===== config.mk =====
export PLATFORM = sky130hd
export DESIGN_NAME = fixed_block_free_list_allocator
export DESIGN_NICKNAME = d
export VERILOG_FILES = /design/src/sv/fbfla_pkg.sv /design/src/sv/fixed_block_free_list_allocator.sv
export SDC_FILE = /design/constraint.sdc
export NUM_CORES = 2
export LEC_CHECK = 0
export BUFFER_PORTS_ARGS = -buffer_cell sky130_fd_sc_hd__buf_2
export CELL_PAD_IN_SITES_DETAIL_PLACEMENT = 2
export CELL_PAD_IN_SITES_GLOBAL_PLACEMENT = 2
export CORE_MARGIN = 10
export CORE_UTILIZATION = 43
export CTS_BUF_LIST = sky130_fd_sc_hd__clkbuf_8
export DETAILED_ROUTE_END_ITERATION = 7
export PLACE_DENSITY_LB_ADDON = 0.1
export SYNTH_ARGS = -nofsm -noshare
export SYNTH_HDL_FRONTEND = slang
export SYNTH_SLANG_ARGS = --single-unit

===== constraint.sdc =====
create_clock -name clk -period 27.2 [get_ports clk]
set_input_delay 5.44 -clock clk [delete_from_list [all_inputs] [get_ports clk]]
set_output_delay 5.44 -clock clk [all_outputs]
set_load 0.1 [all_outputs]

===== src/sv/fbfla_pkg.sv =====
// ----------------------------------------------------------------------------
// fbfla_pkg: shared types and constants for the fixed block pool allocator
// Status codes, register map, reset values and field widths.
// ----------------------------------------------------------------------------
package fbfla_pkg;

  // Default pool depth
  localparam int unsigned POOL_BLOCKS_DEF = 256;

  // Field widths
  localparam int unsigned ADDR_W   = 48;
  localparam int unsigned SIZE_W   = 16;
  localparam int unsigned ALIGN_W  = 13;
  localparam int unsigned FIDX_W   = 8;
  localparam int unsigned STATUS_W = 3;
  localparam int unsigned LIVE_W   = 9;
  localparam int unsigned BYTES_W  = 24;
  localparam int unsigned STRIDE_W = 17;

  // Configuration port
  localparam int unsigned APB_DATA_W = 64;
  localparam int unsigned APB_ADDR_W = 5;

  typedef logic [1:0] reg_idx_t;
  localparam reg_idx_t REG_POOL_BASE   = 2'd0;
  localparam reg_idx_t REG_BLOCK_BYTES = 2'd1;
  localparam reg_idx_t REG_BLOCK_ALIGN = 2'd2;

  // Register reset values
  localparam logic [SIZE_W-1:0]  BLOCK_BYTES_RST = 16'd16;
  localparam logic [ALIGN_W-1:0] BLOCK_ALIGN_RST = 13'd8;

  // Live count saturates here
  localparam logic [LIVE_W-1:0] LIVE_MAX = 9'd511;

  // Request kinds
  localparam logic KIND_ALLOC = 1'b0;
  localparam logic KIND_FREE  = 1'b1;

  // Result status codes
  typedef logic [STATUS_W-1:0] status_t;
  localparam status_t ST_OK          = 3'd0;
  localparam status_t ST_SIZE_ERR    = 3'd1;
  localparam status_t ST_ALIGN_ERR   = 3'd2;
  localparam status_t ST_POOL_EMPTY  = 3'd3;
  localparam status_t ST_NONE_LIVE   = 3'd4;

endpackage


===== src/sv/fixed_block_free_list_allocator.sv =====
// ----------------------------------------------------------------------------
// fixed_block_free_list_allocator: pool of equal blocks on a linked free list
// Allocate pops the list head and returns its index and byte address; free
// pushes an index back. Links live in a one-read, one-write synchronous RAM.
// ----------------------------------------------------------------------------
//
//  channel  | handshake                  | payload
//  ---------+----------------------------+------------------------------------
//  request  | start / busy               | in_kind, in_req_size, in_req_align,
//           |                            | in_free_index
//  result   | out_valid (1-cycle strobe) | out_status, out_block_index,
//           |                            | out_block_address, out_live_count,
//           |                            | out_bytes_in_use
//  config   | APB psel/penable/pwrite    | paddr, pwdata, prdata
//
// A successful allocate goes through the link RAM read, then the stride
// multiply, then the address add before its result transfers; frees and
// rejected requests skip the multiply. busy falls as the result strobe rises,
// so the next request can be taken at the edge that takes the result.
// After reset the link RAM is loaded with the initial chain, one entry per
// cycle, with busy high throughout. Config writes are taken always.
// The result is driven for one cycle only; the receiver cannot stall it.

module fixed_block_free_list_allocator
  import fbfla_pkg::*;
#(
  parameter int unsigned POOL_BLOCKS = POOL_BLOCKS_DEF
) (
  input  logic                  clk,
  input  logic                  rst_n,
  // request channel
  input  logic                  start,
  output logic                  busy,
  input  logic                  in_kind,
  input  logic [SIZE_W-1:0]     in_req_size,
  input  logic [ALIGN_W-1:0]    in_req_align,
  input  logic [FIDX_W-1:0]     in_free_index,
  // result channel
  output logic                  out_valid,
  output logic [STATUS_W-1:0]   out_status,
  output logic [FIDX_W-1:0]     out_block_index,
  output logic [ADDR_W-1:0]     out_block_address,
  output logic [LIVE_W-1:0]     out_live_count,
  output logic [BYTES_W-1:0]    out_bytes_in_use,
  // configuration port
  input  logic                  psel,
  input  logic                  penable,
  input  logic                  pwrite,
  input  logic [APB_ADDR_W-1:0] paddr,
  input  logic [APB_DATA_W-1:0] pwdata,
  output logic [APB_DATA_W-1:0] prdata,
  output logic                  pready
);

  // Index width and link width (link holds null = POOL_BLOCKS)
  localparam int unsigned IW   = $clog2(POOL_BLOCKS);
  localparam int unsigned LW   = $clog2(POOL_BLOCKS + 1);
  localparam int unsigned PW   = IW + STRIDE_W;
  localparam int unsigned BW   = SIZE_W + LIVE_W;
  localparam logic [LW-1:0] LINK_NULL = LW'(POOL_BLOCKS);
  localparam logic [IW-1:0] LAST_IDX  = IW'(POOL_BLOCKS - 1);

  typedef enum logic [1:0] {
    S_INIT,
    S_IDLE,
    S_LINK,
    S_CALC
  } state_t;

  state_t               state_r;
  logic [IW-1:0]        init_cnt_r;
  logic [LW-1:0]        head_r;
  logic [LIVE_W-1:0]    live_r;
  logic [IW-1:0]        idx_r;
  logic                 alloc_ok_r;
  status_t              status_r;
  logic [PW-1:0]        prod_r;

  logic [ADDR_W-1:0]    pool_base_r;
  logic [SIZE_W-1:0]    block_bytes_r;
  logic [ALIGN_W-1:0]   block_align_r;

  logic                 out_valid_r;
  status_t              out_status_r;
  logic [FIDX_W-1:0]    out_index_r;
  logic [ADDR_W-1:0]    out_addr_r;
  logic [LIVE_W-1:0]    out_live_r;
  logic [BYTES_W-1:0]   out_bytes_r;

  // Link RAM
  logic [LW-1:0]        link_mem [POOL_BLOCKS];
  logic [LW-1:0]        link_rdata;
  logic                 mem_we;
  logic [IW-1:0]        mem_waddr;
  logic [LW-1:0]        mem_wdata;

  logic                 accept;
  logic                 cfg_wr;
  reg_idx_t             cfg_idx;
  logic                 fidx_in_range;
  logic                 free_push;
  status_t              req_status;
  logic [STRIDE_W-1:0]  stride;
  logic [BW-1:0]        bytes_full;

  assign accept        = start && (state_r == S_IDLE);
  assign cfg_wr        = psel && penable && pwrite && pready;
  assign cfg_idx       = paddr[APB_ADDR_W-1:3];
  assign fidx_in_range = 32'(in_free_index) < POOL_BLOCKS;
  assign stride        = STRIDE_W'(block_bytes_r) + STRIDE_W'(block_align_r);
  assign bytes_full    = BW'(live_r) * BW'(block_bytes_r);

  // Status of the request at accept; checks in priority order
  always_comb begin
    req_status = ST_OK;
    if (in_kind == KIND_ALLOC) begin
      if (in_req_size != block_bytes_r) begin
        req_status = ST_SIZE_ERR;
      end else if (in_req_align != block_align_r) begin
        req_status = ST_ALIGN_ERR;
      end else if (head_r == LINK_NULL) begin
        req_status = ST_POOL_EMPTY;
      end
    end else if (live_r == '0) begin
      req_status = ST_NONE_LIVE;
    end
  end

  assign free_push = accept && (in_kind == KIND_FREE) && (live_r != '0) && fidx_in_range;

  // RAM write port: initial chain load, or link of a freed block
  always_comb begin
    mem_we    = 1'b0;
    mem_waddr = init_cnt_r;
    mem_wdata = LW'(init_cnt_r) + LW'(1);
    if (state_r == S_INIT) begin
      mem_we = 1'b1;
    end else if (free_push) begin
      mem_we    = 1'b1;
      mem_waddr = IW'(in_free_index);
      mem_wdata = head_r;
    end
  end

  always_ff @(posedge clk) begin
    if (mem_we) begin
      link_mem[mem_waddr] <= mem_wdata;
    end
    link_rdata <= link_mem[head_r[IW-1:0]];
  end

  // Configuration registers
  always_ff @(posedge clk) begin
    if (!rst_n) begin
      pool_base_r   <= '0;
      block_bytes_r <= BLOCK_BYTES_RST;
      block_align_r <= BLOCK_ALIGN_RST;
    end else if (cfg_wr) begin
      case (cfg_idx)
        REG_POOL_BASE:   pool_base_r   <= pwdata[ADDR_W-1:0];
        REG_BLOCK_BYTES: block_bytes_r <= pwdata[SIZE_W-1:0];
        REG_BLOCK_ALIGN: block_align_r <= pwdata[ALIGN_W-1:0];
        default: ;
      endcase
    end
  end

  // Register read-back
  always_comb begin
    case (cfg_idx)
      REG_POOL_BASE:   prdata = APB_DATA_W'(pool_base_r);
      REG_BLOCK_BYTES: prdata = APB_DATA_W'(block_bytes_r);
      REG_BLOCK_ALIGN: prdata = APB_DATA_W'(block_align_r);
      default:         prdata = '0;
    endcase
  end
  assign pready = 1'b1;

  // Sequencer, list state and result registers
  always_ff @(posedge clk) begin
    if (!rst_n) begin
      state_r     <= S_INIT;
      init_cnt_r  <= '0;
      head_r      <= '0;
      live_r      <= '0;
      out_valid_r <= 1'b0;
    end else begin
      out_valid_r <= (state_r == S_CALC);
      case (state_r)
        S_INIT: begin
          init_cnt_r <= init_cnt_r + IW'(1);
          if (init_cnt_r == LAST_IDX) begin
            state_r <= S_IDLE;
          end
        end
        S_IDLE: begin
          if (accept) begin
            status_r   <= req_status;
            prod_r     <= '0;
            idx_r      <= head_r[IW-1:0];
            if (in_kind == KIND_ALLOC && req_status == ST_OK) begin
              alloc_ok_r <= 1'b1;
              state_r    <= S_LINK;
            end else begin
              alloc_ok_r <= 1'b0;
              state_r    <= S_CALC;
            end
            if (free_push) begin
              head_r <= LW'(in_free_index);
              live_r <= live_r - LIVE_W'(1);
            end
          end
        end
        S_LINK: begin
          // pop: next link arrives from RAM
          head_r <= link_rdata;
          if (live_r != LIVE_MAX) begin
            live_r <= live_r + LIVE_W'(1);
          end
          prod_r  <= PW'(idx_r) * PW'(stride);
          state_r <= S_CALC;
        end
        S_CALC: begin
          out_status_r <= status_r;
          out_live_r   <= live_r;
          out_bytes_r  <= bytes_full[BYTES_W-1:0];
          if (alloc_ok_r) begin
            out_index_r <= FIDX_W'(idx_r);
            out_addr_r  <= pool_base_r + ADDR_W'(prod_r);
          end else begin
            out_index_r <= '0;
            out_addr_r  <= '0;
          end
          state_r <= S_IDLE;
        end
        default: state_r <= S_IDLE;
      endcase
    end
  end

  assign busy              = (state_r != S_IDLE);
  assign out_valid         = out_valid_r;
  assign out_status        = out_status_r;
  assign out_block_index   = out_index_r;
  assign out_block_address = out_addr_r;
  assign out_live_count    = out_live_r;
  assign out_bytes_in_use  = out_bytes_r;

`ifndef SYNTHESIS
  // A result strobe only ever follows the result stage
  a_strobe_src: assert property (@(posedge clk) disable iff (!rst_n)
    out_valid |-> $past(state_r == S_CALC))
    else $error("result strobe without result stage");

  // Head is a block index or null
  a_head_range: assert property (@(posedge clk) disable iff (!rst_n)
    (state_r != S_INIT) |-> (head_r <= LINK_NULL))
    else $error("free list head out of range");

  // A successful pop leaves at least one live block
  a_pop_live: assert property (@(posedge clk) disable iff (!rst_n)
    (state_r == S_LINK) |=> (live_r != '0))
    else $error("live count zero after allocate");

  // Rejected or free requests report index and address zero
  a_err_zero: assert property (@(posedge clk) disable iff (!rst_n)
    (out_valid && !$past(alloc_ok_r)) |-> (out_block_address == '0 && out_block_index == '0))
    else $error("non-allocate result carries an address");

  // Busy stays high from accept to the result strobe
  a_busy_hold: assert property (@(posedge clk) disable iff (!rst_n)
    (accept) |=> busy)
    else $error("busy dropped right after accept");
`endif

endmodule


==> summary.md <==
| Metric | Value |
|---|---|
| Fillers | around 23000 |
| Hold_buf cts | 0 |
| Largest cells by area after synthesis | edfxtp_1, mux4_2, fa_1, mux2i_1, dfxtp_1 |
| Setup TNS | 0 ns |
| Fin. max-slew vios | 0 |
| Hold WC Path Type | reg2reg |
| DRC Markers | 0 |
| Synthesized cell area | 110600 um2 |
| Post-synth EDFFs | 2433 |
| Critical Path Start | paddr[4] |
| Pwr dens | 61.85 nW/um2 |
| CTS Buffer Depth | 4 |
| CP max FO | 23 |
| Sw Ratio | 22.70% |
| Most common cell in the netlist | edfxtp_1 |
| Hold Violations, Final | 0 |
| #FFs+latches synth | 2548 |
| Tot Pwr | 7.617 mW |
| Post-Synthesis Mean Instance Area | between 15 and 20 um2 |
| Synth unique cells | 82 |
| Fin crit period | 12.87 ns |
| # H-tree levels | 5 |
| NumNets Final | 7319 |
| Final Hold Slack | 0.4239 ns |
| Largest net degree at the start of global routing | between 150 and 200 |
| Reg area | 75380 um2 |
| DR WL/cell | 33.31 um |
| Gr ovfl total | 0 |
| Flop-to-flop setup slack | 19.44 ns |
| Initial antenna violation count | 19 |
| Area delta synth->final | 11.34% |
| Cell Int Power | around 5.9 mW |
| Starting density of the core | 43.13% |
| Hpwl dp | 219100 um |
| P_leak | 40.43 nW |
| Comb power frac | between 2 and 2.5% |
| Max Fclk | 77.69 MHz |
| Routed via count | slightly above 60000 |
| Final setup fails | 0 |
| Seq/Total Area, Yosys | 68.13% |
| Clk_lat worst skew | between 1 and 1.5 ns |
| Status | complete, no violations |
| Register-to-Register Path Depth | 25 |
| Hold path start | status_r[2]$_DFFE_PP_ |
| Num Clock Sinks | about 2500 |
| Cts bufs inserted | 440 |
| CP Class | in2out |
| Dominant cell type by area after synthesis | edfxtp_1 |
| Worst Setup End Kind | output pin |
| List of most frequent post-synthesis cells | edfxtp_1, mux4_2, nand2_1 |
| Die width | 527.2 um |
| I/O pins | around 270 |
| Cells after Synth | 6442 |
| P_sw | approximately 1.7 mW |
| Share of post-route cells with drive strength above 1 | 20.74% |
| Die height | around 530 um |
| Core Footprint | between 200000 and 300000 um2 |
| Final Cycle Share | 47.32% |
| Max-cap check violation count | 0 |
| CTS tree | done |
| Worst EP required | 21.76 ns |
| Vias per cell | approximately 5.9 |
| Sequential group share of total power | 56.4% |
| Vias in the first global route | 68685 |
| Input/output buffers | 235 |
| Util after Layout | 48.02% |
| Iter 0 DRT Violations | around 5500 |
| Post_cts resized | 0 |
| Clock power frac | 41.5% |
| Yosys warnings | 0 |
| Top FF cell, synth | edfxtp_1 |
| Clk_skew | about 0.12 ns |
| Rows | 186 |
| FFs w/ async S/R, synth | 0% |
| RSZ-0062 raised after global routing | false |
| Maximum VDD drop | 0.05746 mV |
| Routed WL | around 350000 um |
| First-pass GRT wire length | 513800 um |
| Worst Tran Pin Value | 1.337 ns |
| Post-DRT Antenna Nets | 0 |
| Worst Path Arrival | 7.43 ns |
| Post-CTS Setup Inserts | 0 |
| R2R Path End | prod_r[24]$_SDFFCE_PN0P_ |
| Crit path capture | prdata[2] |
| FF-to-FF Start | block_bytes_r[0]$_SDFFE_PN0P_ |
| GPL Wtd Cong | 0.8030 |
| DR pass1 iterations | 5 |
| Clk root buf | clkbuf_8 |
| Max_slew headroom | 10.85% |
| Synth top area share | 66.05% |
| Global-route usage over all layers | 25.16% |
| Die area | between 200000 and 300000 um2 |
| Crit start category | input port |
| Clock Pin Slew Worst Setup and Hold Paths | approximately 0.05 ns |
| Footprint of the multi-input gates | 32670 um2 |
-- critical path, cell delays in order --
cell,delay [ns]
buf_2,0.34
nor2b_1,0.82
nand2_1,0.11
o21ai_0,0.20
buf_2,0.51
-- flip-flops by register name, indices dropped and copies added (netlist names), 8 cells and up --
register           flops
out_bytes_in_use      24
init_cnt_r             8
out_live_count         9
head_r                 9
idx_r                  8
out_block_address     48
live_r                 9
block_bytes_r         16
link_rdata             9
block_align_r         13
prod_r                25
pool_base_r           48
link_mem            2304
out_block_index        8
-- layer usage --
metal  up-vias  wire length [um]  part of all wire (%)  global-route usage, %
li1      25887                 -                     -                      -
met1     33685            141700                    40                  32.62
met2      2180            176000                    50                  42.22
met3       632             22590                   6.4                  4.796
met4         4             13610                   3.8                  9.446
met5         -                27                0.0076                      0
-- through the flow --
step / instances / area (um2) / setup slack [ns]
2_1_floorplan: 6457 / 110700 / 8.870
3_5_place_dp: 9818 / 115400 / 14.30
5_1_grt: 10610 / 123100 / 14.13
3_3_place_gp: 9818 / 115400 / 14.34
4_1_cts: 10605 / 123100 / 14.30
6_report: 10628 / 123200 / 14.33
-- power groups by stage --
| stage | combinational, mW | sequential, mW | clock [mW] |
|---|---|---|---|
| final | 0.164 | 4.30 | 3.16 |
| after detailed placement | 0.166 | 4.38 | 0 |
| after CTS | 0.166 | 4.29 | 3.23 |
| after global routing | 0.176 | 4.29 | 3.40 |
| after floorplan | 0.0859 | 4.39 | 0 |
| after global placement | 0.156 | 4.38 | 0 |
-- kinds of logic (layout without fill, tap and decap cells) --
family	after synthesis	after routing	share of synthesized area [%]
compound gates	701	701	4.347
xor+xnor	119	119	0.9422
fa+ha+maj	329	329	5.018
buf+inv	620	1385	2.626
flops	2548	2548	68.13
mux	802	802	13.36
other cells	2	39	0.006789
simple gates	1321	1321	5.565
-- worst min-delay path by stage --
stage               slack [ns]                      end  cells past startpoint
floorplan                 0.40  out_status[0]$_DFFE_PP_                      0
global placement          0.41  out_status[0]$_DFFE_PP_                      0
detailed placement        0.42  out_status[2]$_DFFE_PP_                      0
CTS                       0.41  out_status[2]$_DFFE_PP_                      0
global route              0.43  out_status[0]$_DFFE_PP_                      0
finish                    0.42  out_status[2]$_DFFE_PP_                      0
-- cells in the final DEF (no fill, tap or decap), drive strengths merged, types with 80 or more instances in the layout --
master,instances
dfxtp,115
fa,191
nor2,377
inv,408
nand2,439
clkbuf,454
xnor2,80
edfxtp,2433
o21ai,120
a21oi,138
buf,364
mux2i,245
ha,138
mux4,538
and2,217
clkinv,151
-- area by class of cell --
cell class | instances | area share (%)
clock inverters | 333 | 1.172
diodes | 22 | 0.04470
multi-input cells | 3289 | 26.52
inverters | 234 | 0.7132
repair buffers | 364 | 1.825
well taps | 3384 | 3.438
flip-flops and latches | 2548 | 61.21
clock buffers | 454 | 5.074
Power figures use the tool's default switching activity.
